$ cat src/rtl/ils_pkg.sv
// Package for the indexed list store: sizes, operation and status codes,
// and the command record passed from the front end to the back end.
// No dependencies.
`timescale 1ns / 1ps
`default_nettype none

package ils_pkg;

    localparam int CAPACITY = 64;
    localparam int IDX_W    = $clog2(CAPACITY);
    localparam int CNT_W    = $clog2(CAPACITY + 1);
    localparam int OP_W     = 3;
    localparam int POS_W    = 7;
    localparam int DATA_W   = 32;
    localparam int STAT_W   = 2;
    localparam int LEN_W    = 7;
    localparam int CMP_W    = (CNT_W > POS_W) ? CNT_W : POS_W;

    // Read select tree: groups of GRP cells are OR-reduced in the first stage.
    localparam int GRP  = 8;
    localparam int NGRP = (CAPACITY + GRP - 1) / GRP;

    // Command queue between front end and back end.
    localparam int QDEPTH = 2;
    localparam int QPTR_W = $clog2(QDEPTH);
    localparam int QCNT_W = $clog2(QDEPTH + 1);

    typedef enum logic [OP_W-1:0] {
        OP_READ     = 3'd0,
        OP_INS_HEAD = 3'd1,
        OP_INS_TAIL = 3'd2,
        OP_INS_AT   = 3'd3,
        OP_DELETE   = 3'd4
    } t_op;

    typedef enum logic [STAT_W-1:0] {
        ST_DONE  = 2'd0,
        ST_RANGE = 2'd1,
        ST_FULL  = 2'd2
    } t_status;

    typedef enum logic [1:0] {
        ACT_NONE   = 2'd0,
        ACT_READ   = 2'd1,
        ACT_INSERT = 2'd2,
        ACT_DELETE = 2'd3
    } t_act;

    typedef struct packed {
        t_act                     act;
        logic [IDX_W-1:0]         idx;
        logic signed [DATA_W-1:0] value;
        t_status                  status;
        logic [LEN_W-1:0]         length;
    } t_cmd;

    typedef enum logic {
        BK_IDLE = 1'b0,
        BK_READ = 1'b1
    } t_back_state;

    typedef struct packed {
        logic reading;
        logic pop;
    } t_back_stat;

endpackage

`default_nettype wire

$ cat src/rtl/ils_front.sv
// Front end of the indexed list store: accepts request beats, tracks the
// list length and turns each request into a resolved command.
// Depends on ils_pkg.
`timescale 1ns / 1ps
`default_nettype none

module ils_front (
    input  wire                              i_clk,
    input  wire                              i_rst_n,
    input  wire                              i_valid,
    output logic                             o_ready,
    input  wire  [ils_pkg::OP_W-1:0]         i_op,
    input  wire  [ils_pkg::POS_W-1:0]        i_position,
    input  wire  signed [ils_pkg::DATA_W-1:0] i_value,
    output logic                             o_push,
    output ils_pkg::t_cmd                    o_cmd,
    input  wire                              i_full
);

    logic [ils_pkg::CNT_W-1:0] r_count;
    logic [ils_pkg::CNT_W-1:0] n_count;

    always_comb begin
        logic [ils_pkg::CMP_W-1:0] pos_c;
        logic [ils_pkg::CMP_W-1:0] cnt_c;
        logic                      is_full;
        logic                      do_ins;
        logic [ils_pkg::IDX_W-1:0] ins_idx;

        pos_c   = ils_pkg::CMP_W'(i_position);
        cnt_c   = ils_pkg::CMP_W'(r_count);
        is_full = (r_count == ils_pkg::CNT_W'(ils_pkg::CAPACITY));
        do_ins  = 1'b0;
        ins_idx = '0;

        n_count      = r_count;
        o_cmd.act    = ils_pkg::ACT_NONE;
        o_cmd.idx    = '0;
        o_cmd.value  = '0;
        o_cmd.status = ils_pkg::ST_DONE;

        case (ils_pkg::t_op'(i_op))
            ils_pkg::OP_READ: begin
                if (pos_c < cnt_c) begin
                    o_cmd.act = ils_pkg::ACT_READ;
                    o_cmd.idx = ils_pkg::IDX_W'(i_position);
                end else begin
                    o_cmd.value  = '1;
                    o_cmd.status = ils_pkg::ST_RANGE;
                end
            end
            ils_pkg::OP_INS_HEAD: begin
                do_ins  = 1'b1;
                ins_idx = '0;
            end
            ils_pkg::OP_INS_TAIL: begin
                do_ins  = 1'b1;
                ins_idx = ils_pkg::IDX_W'(r_count);
            end
            ils_pkg::OP_INS_AT: begin
                // The index check wins over the full check.
                if (pos_c > cnt_c) begin
                    o_cmd.status = ils_pkg::ST_RANGE;
                end else begin
                    do_ins  = 1'b1;
                    ins_idx = ils_pkg::IDX_W'(i_position);
                end
            end
            ils_pkg::OP_DELETE: begin
                if (pos_c >= cnt_c) begin
                    o_cmd.status = ils_pkg::ST_RANGE;
                end else begin
                    o_cmd.act = ils_pkg::ACT_DELETE;
                    o_cmd.idx = ils_pkg::IDX_W'(i_position);
                    n_count   = r_count - 1'b1;
                end
            end
            default: begin
                o_cmd.status = ils_pkg::ST_RANGE;
            end
        endcase

        if (do_ins) begin
            if (is_full) begin
                o_cmd.status = ils_pkg::ST_FULL;
            end else begin
                o_cmd.act   = ils_pkg::ACT_INSERT;
                o_cmd.idx   = ins_idx;
                o_cmd.value = i_value;
                n_count     = r_count + 1'b1;
            end
        end

        o_cmd.length = ils_pkg::LEN_W'(n_count);
    end

    assign o_ready = !i_full;
    assign o_push  = i_valid && !i_full;

    always_ff @(posedge i_clk) begin
        if (!i_rst_n) begin
            r_count <= '0;
        end else if (o_push) begin
            r_count <= n_count;
        end
    end

endmodule

`default_nettype wire

$ cat config.mk
export PLATFORM = sky130hd
export DESIGN_NAME = ils_front
export DESIGN_NICKNAME = d
export VERILOG_FILES = /design/src/rtl/ils_pkg.sv /design/src/rtl/ils_front.sv
export SDC_FILE = /design/constraint.sdc
export NUM_CORES = 1
export LEC_CHECK = 0
export ABC_AREA = 1
export BUFFER_PORTS_ARGS = -buffer_cell sky130_fd_sc_hd__clkbuf_2
export CORE_MARGIN = 1
export CORE_UTILIZATION = 45
export DETAILED_ROUTE_END_ITERATION = 7
export GPL_ROUTABILITY_DRIVEN = 0
export MAX_ROUTING_LAYER = met4
export PLACE_DENSITY = 0.89
export SLEW_MARGIN = 10
export SYNTH_ARGS = -nofsm -noshare
export SYNTH_HDL_FRONTEND = slang
export SYNTH_SLANG_ARGS = --single-unit
export TNS_END_PERCENT = 100
$ cat constraint.sdc
create_clock -name i_clk -period 3.2 [get_ports i_clk]
set_clock_uncertainty 0.15 [all_clocks]
set_input_delay 0.16 -clock i_clk [delete_from_list [all_inputs] [get_ports i_clk]]
set_output_delay 0.16 -clock i_clk [all_outputs]
set_load 0.005 [all_outputs]
==> results_dict.tcl <==
set metrics [dict create \
    status "finished, final reports clean" \
    p_seq_frac 0.202 \
    clock-sinks 7 \
    placed_area_mm2 0.00199 \
    period_share 0.931 \
    slew_headroom 0.733 \
    pwr-share-comb 0.633 \
    timing.setup.tns_ns 0 \
    cap_violations 0 \
    powerDensity_mw_per_mm2 254 \
    fin_cells 402 \
    cts-root-buf "clkbuf_4" \
    antenna_cells 0 \
    start_util 0.483 \
    setup_slack_ns 0.221 \
    clockBufferDepth 2 \
    finalMaxSlewViolations 0 \
    grt_pass1_vias 1562 \
    setup-violations-final 0 \
    ys_ff_latch 7 \
    dieHeight_um 60.0 \
    regMostFlops "r_count" \
    placed_cells 398 \
    synthArstFlopShare 0 \
    post-cts-setup-buffers 0 \
    avgRoutedWirePerCell_um 10.9 \
    holdCritPathClass "primary input to flip-flop" \
    vias 1985 \
    grt_use_total 0.231 \
    synth_ff_type "dfxtp_1" \
    cp-end-kind "output pin" \
    h-tree-depth 1 \
    syn_inst 265 \
    switchingPower_mw 0.237 \
    whs_path_depth 3 \
    vias_per_cell 4.94 \
    grt_overflow 0 \
    power_leakage_nw 1.30 \
    internal_power_mw 0.276 \
    postSynthAreaPerCell_um2 5.70 \
    crit_start "r_count[4]" \
    die_w_um 60.0 \
    grt_setup_unrepaired "false" \
    numPortBuffers 96 \
    reg_top3 "r_count x7" \
    wl_met2_mm 2.19 \
    grt_max_degree 34 \
    routed_wl_mm 4.40 \
    wl_met1_mm 1.84 \
    core_area_mm2 0.00313 \
    tightest_slew_ns 0.400 \
    clk_latency_ns 0.26 \
    die-area_mm2 0.00359 \
    routed.top_layer "met4" \
    r2r_cells 12 \
    startpoint_type "flip-flop" \
    hold_start "i_rst_n" \
    required_ns 2.89 \
    cp_max_fo 21 \
    drive_gt1_frac 0.366 \
    syn_area_mm2 0.00151 \
    yosysWarningCount 0 \
    dr_wl_met3_um 341 \
    antenna_found_initial 0 \
    critPathKind "flip-flop to output pin" \
    p_clk_frac 0.165 \
    synth_edf_count 0 \
    ir_worst_vdd_mv 0.217 \
    largest_reg_flops 7 \
    dr.pass1.iters 4 \
    cts_tree "done" \
    grt_pass1_wl_mm 6.27 \
    clkSlewWorstSetupHoldPaths_ns 0.06 \
    pre_cts_ws_ns 0.353 \
    synth_nets 321 \
    post-route-drc-count 0 \
    num_io_pins 97 \
    post-route-min-period_ns 2.98 \
    rr_startpoint "r_count[4]" \
    max_freq_mhz 336 \
    layout.nets 415 \
    swShare 0.462 \
    ant_nets 0 \
    fp-row-count 20 \
    synth_seq_area_share 0.0927 \
    cts_buffers 3 \
    layout-area-overhead-vs-synth_pct 33.9 \
    cp.arrival_ns 2.67 \
    finalHoldViolations 0 \
    drtIter0Drc 109 \
    fin_area_mm2 0.00202 \
    place_hpwl_mm 3.67 \
    synth_cell_type_count 31 \
]
[synth_stat cells (all sizes together) (3+ instances only)]
| library cell | number | area, um2 |
|---|---|---|
| nand2 | 125 | 512 |
| inv | 34 | 128 |
| nand3 | 18 | 120 |
| o21ai | 14 | 70.1 |
| a21oi | 10 | 72.6 |
| ha | 10 | 125 |
| nor2 | 10 | 62.6 |
| buf | 7 | 68.8 |
| dfxtp | 7 | 140 |
| nand4 | 7 | 50.1 |
| o22ai | 5 | 31.3 |
| xor2 | 5 | 43.8 |
| clkbuf | 4 | 15.0 |
| nor3 | 3 | 15.0 |
[worst max-delay path: stages (launching register included)]
cell      delay [ns]
dfxtp_1         0.46
inv_1           0.15
ha_1            0.32
nand2_1         0.08
nand2_1         0.10
a21oi_4         0.24
nand2_4         0.09
nand3b_4        0.10
nand3_4         0.15
inv_4           0.24
buf_4           0.21
nand2_1         0.06
nand2_1         0.07
clkbuf_2        0.13
[path summary, 6_finish.rpt]
check                to  slack (ns)
max           o_cmd[30]        0.22
min          r_count[2]        0.06
max reg2reg  r_count[1]        0.71
min reg2reg  r_count[5]        0.43
[timing repair]
action	in CTS	in global routing
hold endpoints to repair	0	0
setup endpoints to repair	0	24
hold buffers	0	0
resized for setup	0	3
[area by class of cell]
type	count	area (um2)
inverters	34	130
clock buffers	4	26.3
flip-flops and latches	7	141
multi-input cells	213	1160
repair buffers	100	510
well taps	44	55.1
fillers	297	1100
[cell families after synthesis]
kind of cell | after synthesis | share of synthesized area
xor+xnor | 6 | 0.0348
compound gates | 31 | 0.125
buf+inv | 45 | 0.140
fa+ha+maj | 10 | 0.0828
flops | 7 | 0.0927
simple gates | 166 | 0.525
[power by group through the flow]
stage               sequential, mW  combinational (mW)  clock, mW
floorplan                   0.0991               0.212          0
global placement             0.105               0.317          0
detailed placement           0.105               0.323          0
CTS                          0.103               0.324     0.0842
global route                 0.105               0.363     0.0901
finish                       0.104               0.325     0.0846
[metal layers]
layer	vias up	track usage
met5	-	-
met4	0	0.0465
met3	4	0.0455
met2	94	0.444
li1	1022	-
met1	865	0.241
[cell usage in the layout (no fill, tap or decap), types with 2 or more instances in the layout]
cell type and n:
o22ai_1 5, xor2_1 5, ha_1 10, nand3_4 2
buf_4 4, nor2_4 3, nand2_2 11, nand3_1 15
nand2_4 2, nor3_1 3, clkbuf_4 3, a21oi_4 2
nor2_1 6, nand4_1 6, inv_2 2, nand2_1 112
dfxtp_1 6, inv_1 31, clkbuf_2 96, a21oi_1 8
o21ai_0 14
[stage by stage]
step / total power [mW] / utilization / hold slack, ns
finish: 0.513 / 0.647 / 0.0575
global route: 0.558 / 0.647 / 0.0814
CTS: 0.512 / 0.646 / 0.0550
detailed placement: 0.428 / 0.637 / 0.323
global placement: 0.423 / 0.637 / 0.318
floorplan: 0.311 / - / 0.148
No activity file was read; power rests on OpenSTA's default activity.
