$ cat src/rtl/ils_pkg.sv
// Package for the indexed list store: sizes, operation and status codes,
// and the command record passed from the front end to the back end.
// No dependencies.
`timescale 1ns / 1ps
`default_nettype none

package ils_pkg;

    localparam int CAPACITY = 64;
    localparam int IDX_W    = $clog2(CAPACITY);
    localparam int CNT_W    = $clog2(CAPACITY + 1);
    localparam int OP_W     = 3;
    localparam int POS_W    = 7;
    localparam int DATA_W   = 32;
    localparam int STAT_W   = 2;
    localparam int LEN_W    = 7;
    localparam int CMP_W    = (CNT_W > POS_W) ? CNT_W : POS_W;

    // Read select tree: groups of GRP cells are OR-reduced in the first stage.
    localparam int GRP  = 8;
    localparam int NGRP = (CAPACITY + GRP - 1) / GRP;

    // Command queue between front end and back end.
    localparam int QDEPTH = 2;
    localparam int QPTR_W = $clog2(QDEPTH);
    localparam int QCNT_W = $clog2(QDEPTH + 1);

    typedef enum logic [OP_W-1:0] {
        OP_READ     = 3'd0,
        OP_INS_HEAD = 3'd1,
        OP_INS_TAIL = 3'd2,
        OP_INS_AT   = 3'd3,
        OP_DELETE   = 3'd4
    } t_op;

    typedef enum logic [STAT_W-1:0] {
        ST_DONE  = 2'd0,
        ST_RANGE = 2'd1,
        ST_FULL  = 2'd2
    } t_status;

    typedef enum logic [1:0] {
        ACT_NONE   = 2'd0,
        ACT_READ   = 2'd1,
        ACT_INSERT = 2'd2,
        ACT_DELETE = 2'd3
    } t_act;

    typedef struct packed {
        t_act                     act;
        logic [IDX_W-1:0]         idx;
        logic signed [DATA_W-1:0] value;
        t_status                  status;
        logic [LEN_W-1:0]         length;
    } t_cmd;

    typedef enum logic {
        BK_IDLE = 1'b0,
        BK_READ = 1'b1
    } t_back_state;

    typedef struct packed {
        logic reading;
        logic pop;
    } t_back_stat;

endpackage

`default_nettype wire

$ cat src/rtl/ils_queue.sv
// Short command queue between the front end and the back end of the
// indexed list store. Depends on ils_pkg.
`timescale 1ns / 1ps
`default_nettype none

module ils_queue (
    input  wire            i_clk,
    input  wire            i_rst_n,
    input  wire            i_push,
    input  ils_pkg::t_cmd  i_cmd,
    output logic           o_full,
    output logic           o_valid,
    output ils_pkg::t_cmd  o_cmd,
    input  wire            i_pop
);

    ils_pkg::t_cmd              r_mem [ils_pkg::QDEPTH];
    logic [ils_pkg::QPTR_W-1:0] r_wr_ptr;
    logic [ils_pkg::QPTR_W-1:0] r_rd_ptr;
    logic [ils_pkg::QCNT_W-1:0] r_fill;

    assign o_full  = (r_fill == ils_pkg::QCNT_W'(ils_pkg::QDEPTH));
    assign o_valid = (r_fill != '0);
    assign o_cmd   = r_mem[r_rd_ptr];

    always_ff @(posedge i_clk) begin
        if (i_push) begin
            r_mem[r_wr_ptr] <= i_cmd;
        end
    end

    always_ff @(posedge i_clk) begin
        if (!i_rst_n) begin
            r_wr_ptr <= '0;
            r_rd_ptr <= '0;
            r_fill   <= '0;
        end else begin
            if (i_push) begin
                r_wr_ptr <= r_wr_ptr + 1'b1;
            end
            if (i_pop) begin
                r_rd_ptr <= r_rd_ptr + 1'b1;
            end
            if (i_push && !i_pop) begin
                r_fill <= r_fill + 1'b1;
            end else if (i_pop && !i_push) begin
                r_fill <= r_fill - 1'b1;
            end
        end
    end

endmodule

`default_nettype wire

$ cat config.mk
export PLATFORM = sky130hd
export DESIGN_NAME = ils_queue
export DESIGN_NICKNAME = d
export VERILOG_FILES = /design/src/rtl/ils_pkg.sv /design/src/rtl/ils_queue.sv
export SDC_FILE = /design/constraint.sdc
export NUM_CORES = 1
export LEC_CHECK = 0
export BUFFER_PORTS_ARGS = -buffer_cell sky130_fd_sc_hd__clkbuf_2
export CAP_MARGIN = 20
export CORE_MARGIN = 2
export CORE_UTILIZATION = 48
export CTS_BUF_LIST = sky130_fd_sc_hd__clkbuf_4
export DETAILED_ROUTE_END_ITERATION = 10
export PLACE_DENSITY = 0.86
export SETUP_SLACK_MARGIN = 0.15
export SYNTH_ARGS = -nofsm -noshare
export SYNTH_HDL_FRONTEND = slang
export SYNTH_SLANG_ARGS = --single-unit
$ cat constraint.sdc
create_clock -name i_clk -period 3.09 [get_ports i_clk]
set_clock_uncertainty 0.05 [all_clocks]
set_input_delay 0.1545 -clock i_clk [delete_from_list [all_inputs] [get_ports i_clk]]
set_output_delay 0.1545 -clock i_clk [all_outputs]
set_load 0.01 [all_outputs]
==> report_table.html, run 1 <==
<table>
<tr><th>Metric</th><th>Value</th></tr>
<tr><th colspan="2">Critical path</th></tr>
<tr><td>Endpoint arrival time on the critical path</td><td>between 1500 and 2000 ps</td></tr>
<tr><td>Buffers plus inverters on the worst setup path</td><td>2</td></tr>
<tr><td>Cell breakdown of the critical path</td><td>buf_4 -&gt; mux2_2 -&gt; clkbuf_2</td></tr>
<tr><td>Cell family with the largest share of critical-path delay</td><td>flip-flops</td></tr>
<tr><td>Nature of the critical path endpoint</td><td>output port</td></tr>
<tr><td>Worst Path Class, Setup</td><td>flip-flop to output port</td></tr>
<tr><td>Reg2reg path depth</td><td>2</td></tr>
<tr><td>Slack of the worst reg-to-reg path</td><td>around 1400 ps</td></tr>
<tr><td>CP max-delay cell</td><td>dfxtp_2</td></tr>
<tr><td>Critical path startpoint category</td><td>flip-flop</td></tr>
<tr><td>Total stage count of the critical path</td><td>3</td></tr>
<tr><td>Biggest cell delay along the critical path</td><td>640 ps</td></tr>
<tr><td>Maximum fanout encountered on the critical timing path</td><td>19</td></tr>
<tr><td>Required time worst endpoint</td><td>~2900 ps</td></tr>
<tr><th colspan="2">Timing</th></tr>
<tr><td>Worst slew slack as a fraction of its limit</td><td>0.549</td></tr>
<tr><td>Minimum clock period</td><td>2120 ps</td></tr>
<tr><td>Fin worst setup slack</td><td>between 900 and 1000 ps</td></tr>
<tr><td>Pins Over Slew Limit</td><td>0</td></tr>
<tr><td>Transition time at the pin with the least slew margin</td><td>676 ps</td></tr>
<tr><td>Top achievable clock speed</td><td>approximately 0.47 GHz</td></tr>
<tr><td>Total of endpoints with negative setup slack in the final report</td><td>0</td></tr>
<tr><td>Number of hold violations in the final report</td><td>0</td></tr>
<tr><td>Unrepaired setup endpoints after global routing</td><td>false</td></tr>
<tr><td>Total Neg Setup Slack</td><td>0 ps</td></tr>
<tr><td>Fraction of the cycle the final worst path needs</td><td>0.687</td></tr>
<tr><th colspan="2">Drt</th></tr>
<tr><td>Detailed Routing Iterations Pass 1</td><td>4</td></tr>
<tr><td>Number of antenna-violating nets in the routed design</td><td>0</td></tr>
<tr><td>Post-DR vias/cell</td><td>4.81</td></tr>
<tr><td>Routed wire length</td><td>about 6.7 mm</td></tr>
<tr><td>Final routed wire length divided by cell count</td><td>between 15 and 20 um</td></tr>
<tr><td>DRC viols</td><td>0</td></tr>
<tr><td>Number of DRC markers in iteration 0</td><td>between 80 and 90</td></tr>
<tr><td>Routed via count</td><td>approximately 2100</td></tr>
<tr><th colspan="2">Placement</th></tr>
<tr><td>Final Wtd Congestion</td><td>between 0.7 and 0.8</td></tr>
<tr><td>HPWL Detailed</td><td>roughly 4.1 mm</td></tr>
<tr><td>Post-Place Setup Slack</td><td>~1400 ps</td></tr>
<tr><td>Placed Area</td><td>4410 um^2</td></tr>
<tr><td>Count of buffers inserted at the top-level ports</td><td>approximately 100</td></tr>
<tr><th colspan="2">Outcome</th></tr>
<tr><td>Status</td><td>completed</td></tr>
<tr><th colspan="2">Synthesis</th></tr>
<tr><td>Dominant combinational cell family by area after synthesis</td><td>multiplexers</td></tr>
<tr><td>Mean cell area of the mapped netlist</td><td>21.6 um^2</td></tr>
<tr><td>Arithmetic-cell share of the synthesized area counting full adders, half adders and majority gates</td><td>0.00333</td></tr>
<tr><td>Share of the synthesized area in compound gates (AO/OA/AOI/OAI)</td><td>0.00533</td></tr>
<tr><td>Leading cell types by total area after synthesis</td><td>edfxtp_1 78%, mux2_2 15%, dfxtp_1 2.7%</td></tr>
<tr><td>Number of synthesized register bits</td><td>a little over 100</td></tr>
<tr><td>Seq/Total Area, Yosys</td><td>0.811</td></tr>
<tr><td>Leading area contributor after synthesis</td><td>edfxtp_1</td></tr>
<tr><td>Synth top area share</td><td>0.784</td></tr>
<tr><td>Simple-Gate Fraction of Synth Area</td><td>0.0157</td></tr>
<tr><td>Area share of xor/xnor cells in the synthesized design</td><td>0.00700</td></tr>
<tr><td>Distinct cell type count after synthesis</td><td>17</td></tr>
<tr><td>Count of yosys warnings during synthesis</td><td>0</td></tr>
<tr><td>Synthesized netlist cell count</td><td>between 150 and 200</td></tr>
<tr><td>Mux cell area share after synthesis</td><td>0.147</td></tr>
<tr><td>Net count after synthesis</td><td>228</td></tr>
<tr><td>Post-Syn Area</td><td>3750 um^2</td></tr>
<tr><th colspan="2">Global routing</th></tr>
<tr><td>Global route total overflow</td><td>0</td></tr>
<tr><td>Vias in the first global route</td><td>2257</td></tr>
<tr><td>First-pass GRT wire length</td><td>around 10 mm</td></tr>
<tr><td>Total global routing track utilization</td><td>0.161</td></tr>
<tr><td>Pin count of the biggest net entering global routing</td><td>38</td></tr>
<tr><td>Number of antenna violations at the first check in global routing</td><td>0</td></tr>
<tr><th colspan="2">Finish</th></tr>
<tr><td>Commonest non-fill, non-tap cells in the layout</td><td>103 x clkbuf_2, 98 x edfxtp_1, 50 x dlygate4sd3_1</td></tr>
<tr><td>Final-layout fill cell count</td><td>531</td></tr>
<tr><td>Number of diodes</td><td>0</td></tr>
<tr><td>Net count reported at finish</td><td>a little under 400</td></tr>
<tr><td>Commonest non-fill, non-tap cell in the layout</td><td>clkbuf_2</td></tr>
<tr><td>Sequential cell area in the final layout</td><td>between 3000 and 4000 um^2</td></tr>
<tr><td>Fraction of final layout cells with drive strength greater than 1</td><td>0.515</td></tr>
<tr><td>Cell area after layout</td><td>5060 um^2</td></tr>
<tr><td>Multi-input combinational cell area</td><td>roughly 680 um^2</td></tr>
<tr><td>Area Growth Syn to Fin</td><td>34.8%</td></tr>
<tr><td>Fraction of the core area covered by cells at the end of the flow</td><td>0.662</td></tr>
<tr><th colspan="2">Clocking</th></tr>
<tr><td>Clk Tree Root Cell</td><td>clkbuf_4</td></tr>
<tr><td>Insertion delay of the later-clocked pin in the worst-skew pair</td><td>between 400 and 500 ps</td></tr>
<tr><td>Clock tree from TritonCTS</td><td>built</td></tr>
<tr><td>Cts hold-fix bufs</td><td>50</td></tr>
<tr><td>CTS H-tree lvls</td><td>3</td></tr>
<tr><td>Number of buffers created by CTS</td><td>9</td></tr>
<tr><td>Number of buffers added for setup after CTS</td><td>0</td></tr>
<tr><td>Maximum buffer depth of the clock tree</td><td>2</td></tr>
<tr><td>Post-CTS resize count</td><td>0</td></tr>
<tr><td>Clock transition at path regs</td><td>130 ps</td></tr>
<tr><td>Num Clock Sinks</td><td>approximately 100</td></tr>
<tr><th colspan="2">Floorplan</th></tr>
<tr><td>Number of rows in the core area</td><td>32</td></tr>
<tr><td>Die height</td><td>92.4 um</td></tr>
<tr><td>Die outline area</td><td>roughly 8500 um^2</td></tr>
<tr><td>Top-Level Pins</td><td>~100</td></tr>
<tr><td>Initial cell density of the core</td><td>0.491</td></tr>
<tr><td>Die Wd</td><td>about 92 um</td></tr>
<tr><td>Core Area</td><td>approximately 7600 um^2</td></tr>
<tr><th colspan="2">Job</th></tr>
<tr><td>Max_cap viols</td><td>0</td></tr>
<tr><th colspan="2">Worst hold path</th></tr>
<tr><td>Worst hold path depth</td><td>3</td></tr>
<tr><td>Min-Delay Path Class</td><td>input port to flip-flop</td></tr>
<tr><th colspan="2">Power and ir drop</th></tr>
<tr><td>PwrDens</td><td>between 500 and 600 nW/um^2</td></tr>
<tr><td>Worst voltage drop across the vdd grid</td><td>about 0.28 mV</td></tr>
<tr><td>Lkg Pwr</td><td>1.95 nW</td></tr>
</table>
stage by stage:
stage | std cells | hold WS, ps | total power [mW]
2_1_floorplan | 174 | 203 | 1.84
3_3_place_gp | 378 | 296 | 1.97
3_5_place_dp | 378 | 297 | 1.99
4_1_cts | 442 | 3.89 | 2.74
5_1_grt | 442 | 15.5 | 2.82
6_report | 442 | 38.5 | 2.71
registers in the layout (all words and copies together), names as in the netlist, named ones only:
name / count
r_rd_ptr: 1
r_fill: 2
r_mem: 98
r_wr_ptr: 1
routing by layer:
layer  GRT usage  routed length, um  up-vias
li1            -                  -     1005
met1       0.180               2650     1037
met2       0.292               3580       68
met3      0.0317                322       14
met4      0.0821                152        0
met5           0                  0        -
kinds of logic after synthesis:
logic type               count (synthesis)
AO/OA/AOI/OAI                            3
AND/OR/NAND/NOR                          9
adder cells (fa/ha/maj)                  1
buffers and inverters                    6
XOR/XNOR                                 3
multiplexers                            49
flip-flops                             103
power breakdown:
part	internal (mW)	switching (mW)	total [mW]
sequential	1.61	0.0281	1.64
combinational	0.197	0.166	0.363
clock	0.328	0.386	0.714
total	2.13	0.580	2.71
path summary, 6_finish.rpt:
check	startpoint	endpoint
hold / removal	i_push	r_wr_ptr$_SDFFE_PN0P_
setup reg to reg	r_wr_ptr$_SDFFE_PN0P_	r_mem[1][45]$_DFFE_PP_
hold reg to reg	r_fill[1]$_SDFFE_PN0P_	r_fill[1]$_SDFFE_PN0P_
setup / recovery	flip-flop	o_cmd[28]
worst register-to-register path, cell delays in order, from the launching register on:
cell,delay (ps)
dfxtp_1,400
and2_2,360
buf_4,490
final cells by class:
type / instances / area share
clock inverters: 4 / 0.0143
inverters: 1 / 0.000742
multi-input cells: 65 / 0.134
well taps: 102 / 0.0252
repair buffers: 157 / 0.209
clock buffers: 10 / 0.0148
flip-flops and latches: 103 / 0.602
cell usage after synthesis:
library cell and n:
inv_1 1, xor2_1 2, and2b_2 1, o21ai_0 1, ha_1 1, dfxtp_1 5
nor2b_1 2, or2_2 1, and2_1 4, or3_1 1, a21boi_1 1, o21a_1 1
buf_6 2, edfxtp_1 98, mux2_2 49, xnor2_1 1, buf_2 3
Power figures use the tool's default switching activity.
==> run 2, diff against run 1 <==
CORE_UTILIZATION = 54   (was 48)
PLACE_DENSITY = 0.91   (was 0.86)
clock period = 2.06 ns   (was 3.09 ns; I/O delays follow)
==> run 2 against run 1 <==
  * First-iteration DRC count down 21%
  * Final area up 0.25%
  * Via count rose by 0.33%
  * Critical path depth unchanged
  * Largest cell class unchanged
  * Worst hold slack better by 120 ps
  * Critical endpoint is now o_cmd[27]
  * Clock power up 40%
  * Core utilization is 8.9 points higher
  * Register-to-register slack got worse by 1000 ps
==> report_table.html, run 2 (synthesis gave the netlist of run 1 again) <==
<table>
<tr><th>Metric</th><th>Value</th></tr>
<tr><th colspan="2">Outcome</th></tr>
<tr><td>Status</td><td>completed</td></tr>
<tr><th colspan="2">Finish</th></tr>
<tr><td>Cell area after layout</td><td>5070 um^2 (+0.25%)</td></tr>
<tr><td>Leading registers by flop count</td><td>r_mem: 98 flops, r_fill: 2 flops</td></tr>
<tr><td>Number of flip-flops under the largest register name</td><td>98 (unchanged)</td></tr>
<tr><td>Largest reg by FF count</td><td>r_mem</td></tr>
<tr><td>Number of diodes</td><td>0 (unchanged)</td></tr>
<tr><td>Sequential cell area in the final layout</td><td>3050 um^2 (about the same)</td></tr>
<tr><td>Final-layout fill cell count</td><td>413 (-22%)</td></tr>
<tr><td>Fraction of final layout cells with drive strength greater than 1</td><td>0.514 (about the same)</td></tr>
<tr><td>Multi-input combinational cell area</td><td>678 um^2 (unchanged)</td></tr>
<tr><td>Commonest non-fill, non-tap cell in the layout</td><td>clkbuf_2</td></tr>
<tr><td>Net count reported at finish</td><td>395 (+1.0%)</td></tr>
<tr><td>Area Growth Syn to Fin</td><td>35.1%</td></tr>
<tr><td>Commonest non-fill, non-tap cells in the layout</td><td>103 x clkbuf_2, 98 x edfxtp_1, 52 x dlygate4sd3_1</td></tr>
<tr><th colspan="2">Timing</th></tr>
<tr><td>Minimum clock period</td><td>roughly 1800 ps</td></tr>
<tr><td>Total Neg Setup Slack</td><td>0 ps (unchanged)</td></tr>
<tr><td>Transition time at the pin with the least slew margin</td><td>391 ps (-284 ps)</td></tr>
<tr><td>Worst slew slack as a fraction of its limit</td><td>0.739 (+0.190)</td></tr>
<tr><td>Fraction of the cycle the final worst path needs</td><td>0.873</td></tr>
<tr><td>Unrepaired setup endpoints after global routing</td><td>false</td></tr>
<tr><td>Number of hold violations in the final report</td><td>0 (unchanged)</td></tr>
<tr><td>Top achievable clock speed</td><td>0.556 GHz</td></tr>
<tr><td>Pins Over Slew Limit</td><td>0 (unchanged)</td></tr>
<tr><td>Total of endpoints with negative setup slack in the final report</td><td>0 (unchanged)</td></tr>
<tr><th colspan="2">Critical path</th></tr>
<tr><td>Required time worst endpoint</td><td>1910 ps (-980 ps)</td></tr>
<tr><td>Reg2reg path depth</td><td>4 (+2)</td></tr>
<tr><td>Maximum fanout encountered on the critical timing path</td><td>19 (unchanged)</td></tr>
<tr><td>Cell breakdown of the critical path</td><td>buf_12 -&gt; mux2_2 -&gt; clkbuf_2</td></tr>
<tr><td>Worst Path Class, Setup</td><td>flip-flop to output port</td></tr>
<tr><td>Nature of the critical path endpoint</td><td>output port</td></tr>
<tr><td>CP max-delay cell</td><td>dfxtp_4</td></tr>
<tr><td>Biggest cell delay along the critical path</td><td>530 ps (-110 ps)</td></tr>
<tr><td>Critical path startpoint category</td><td>flip-flop</td></tr>
<tr><td>Endpoint arrival time on the critical path</td><td>1640 ps (-280 ps)</td></tr>
<tr><th colspan="2">Global routing</th></tr>
<tr><td>Vias in the first global route</td><td>2211 (-2.0%)</td></tr>
<tr><td>Global route total overflow</td><td>0 (unchanged)</td></tr>
<tr><td>Number of antenna violations at the first check in global routing</td><td>0 (unchanged)</td></tr>
<tr><td>First-pass GRT wire length</td><td>10.6 mm (+2.5%)</td></tr>
<tr><td>Total global routing track utilization</td><td>0.190 (+0.0291)</td></tr>
<tr><td>Pin count of the biggest net entering global routing</td><td>30 (-21%)</td></tr>
<tr><th colspan="2">Clocking</th></tr>
<tr><td>Number of buffers added for setup after CTS</td><td>0 (unchanged)</td></tr>
<tr><td>Number of buffers created by CTS</td><td>9 (unchanged)</td></tr>
<tr><td>Maximum buffer depth of the clock tree</td><td>2 (unchanged)</td></tr>
<tr><td>Clock tree from TritonCTS</td><td>built</td></tr>
<tr><td>Insertion delay of the later-clocked pin in the worst-skew pair</td><td>410 ps (about the same)</td></tr>
<tr><td>Clock transition at path regs</td><td>140 ps (about the same)</td></tr>
<tr><td>CTS H-tree lvls</td><td>3 (unchanged)</td></tr>
<tr><td>Clk Tree Root Cell</td><td>clkbuf_4</td></tr>
<tr><td>Num Clock Sinks</td><td>103 (unchanged)</td></tr>
<tr><th colspan="2">Power and ir drop</th></tr>
<tr><td>Power, Total</td><td>4.02 mW (+48%)</td></tr>
<tr><td>Lkg Pwr</td><td>1.97 nW (+1.2%)</td></tr>
<tr><td>PwrDens</td><td>794 nW/um^2 (+48%)</td></tr>
<tr><td>Worst voltage drop across the vdd grid</td><td>0.556 mV (+100%)</td></tr>
<tr><th colspan="2">Drt</th></tr>
<tr><td>Number of antenna-violating nets in the routed design</td><td>0 (unchanged)</td></tr>
<tr><td>DRC viols</td><td>0 (unchanged)</td></tr>
<tr><td>Routed via count</td><td>2131 (+0.33%)</td></tr>
<tr><td>Detailed Routing Iterations Pass 1</td><td>4 (unchanged)</td></tr>
<tr><td>Number of DRC markers in iteration 0</td><td>69 (-21%)</td></tr>
<tr><td>Post-DR vias/cell</td><td>5.00 (+4.1%)</td></tr>
<tr><td>Routed wire length</td><td>7.04 mm (+5.0%)</td></tr>
<tr><td>Final routed wire length divided by cell count</td><td>16.5 um (+8.9%)</td></tr>
<tr><th colspan="2">Placement</th></tr>
<tr><td>Placed Area</td><td>4410 um^2 (unchanged)</td></tr>
<tr><td>Count of buffers inserted at the top-level ports</td><td>103 (unchanged)</td></tr>
<tr><td>Final Wtd Congestion</td><td>0.688 (-5.0%)</td></tr>
<tr><td>HPWL Detailed</td><td>4.20 mm (+2.0%)</td></tr>
<tr><th colspan="2">Floorplan</th></tr>
<tr><td>Number of rows in the core area</td><td>30 (-6.3%)</td></tr>
<tr><td>Die height</td><td>87.4 um (-5.5%)</td></tr>
<tr><td>Top-Level Pins</td><td>104 (unchanged)</td></tr>
<tr><td>Initial cell density of the core</td><td>0.556 (+0.0647)</td></tr>
<tr><td>Die Wd</td><td>87.4 um (-5.5%)</td></tr>
<tr><td>Core Area</td><td>6760 um^2 (-12%)</td></tr>
<tr><td>Die outline area</td><td>7630 um^2 (-11%)</td></tr>
<tr><th colspan="2">Worst hold path</th></tr>
<tr><td>Worst hold path depth</td><td>4 (+1)</td></tr>
<tr><td>Min-Delay Path Class</td><td>input port to flip-flop</td></tr>
<tr><th colspan="2">Job</th></tr>
<tr><td>Max_cap viols</td><td>0 (unchanged)</td></tr>
</table>
-- run 2: changes by cell type in the layout (fill, tap and decap cells not counted), sizes merged --
cell	before	now
bufinv	2	1
dlygate4sd3	50	52
clkbuf	113	112
clkinvlp	1	0
buf	4	6
clkinv	1	4
inv	1	3
-- run 2: timing repair --
action                                  in CTS  in global routing
resized for setup                            1                  0
hold buffers                                52                  0
hold endpoints to repair                   103                  0
endpoints found under the setup margin      34                  0
-- run 2: where the power goes --
part           switching (mW)  internal, mW  total, mW
Combinational           0.254         0.308      0.562
Sequential             0.0452          2.41       2.46
Clock                   0.630         0.374       1.00
-- run 2: metrics by stage --
step,setup slack (ps),cells,hold WS (ps),util
after global routing,187,426,163,0.751
after floorplan,520,174,152,-
after detailed placement,579,358,245,0.653
after CTS,231,426,132,0.751
final,262,426,162,0.751
after global placement,603,358,242,0.653
-- run 2: cell type report --
| cell class | count | area share |
|---|---|---|
| inverters | 1 | 0.000740 |
| flip-flops and latches | 103 | 0.601 |
| well taps | 80 | 0.0197 |
| clock buffers | 9 | 0.0133 |
| repair buffers | 161 | 0.218 |
| clock inverters | 7 | 0.0138 |
| multi-input cells | 65 | 0.134 |
-- run 2: layer usage --
metal | track usage | routed length, um | vias up | part of all wire
met5 | 0 | 0 | - | 0
met4 | 0.0713 | 41 | 0 | 0.0058
met3 | 0.0417 | 337 | 5 | 0.048
met2 | 0.348 | 3860 | 73 | 0.55
met1 | 0.217 | 2810 | 1034 | 0.40
li1 | - | - | 1019 | -
-- run 2: worst paths after layout --
kind	start	end	slack (ps)
min	i_push	r_fill[1]$_SDFFE_PN0P_	160
max reg2reg	r_wr_ptr$_SDFFE_PN0P_	r_wr_ptr$_SDFFE_PN0P_	410
max	flip-flop	o_cmd[27]	260
min reg2reg	r_fill[1]$_SDFFE_PN0P_	r_fill[1]$_SDFFE_PN0P_	470
-- run 2: worst max-delay path: cells and delay by family, from the launching register on --
family,cells,cell delay [ps]
flip-flops,1,530
multiplexers,1,360
buffers and inverters,2,340
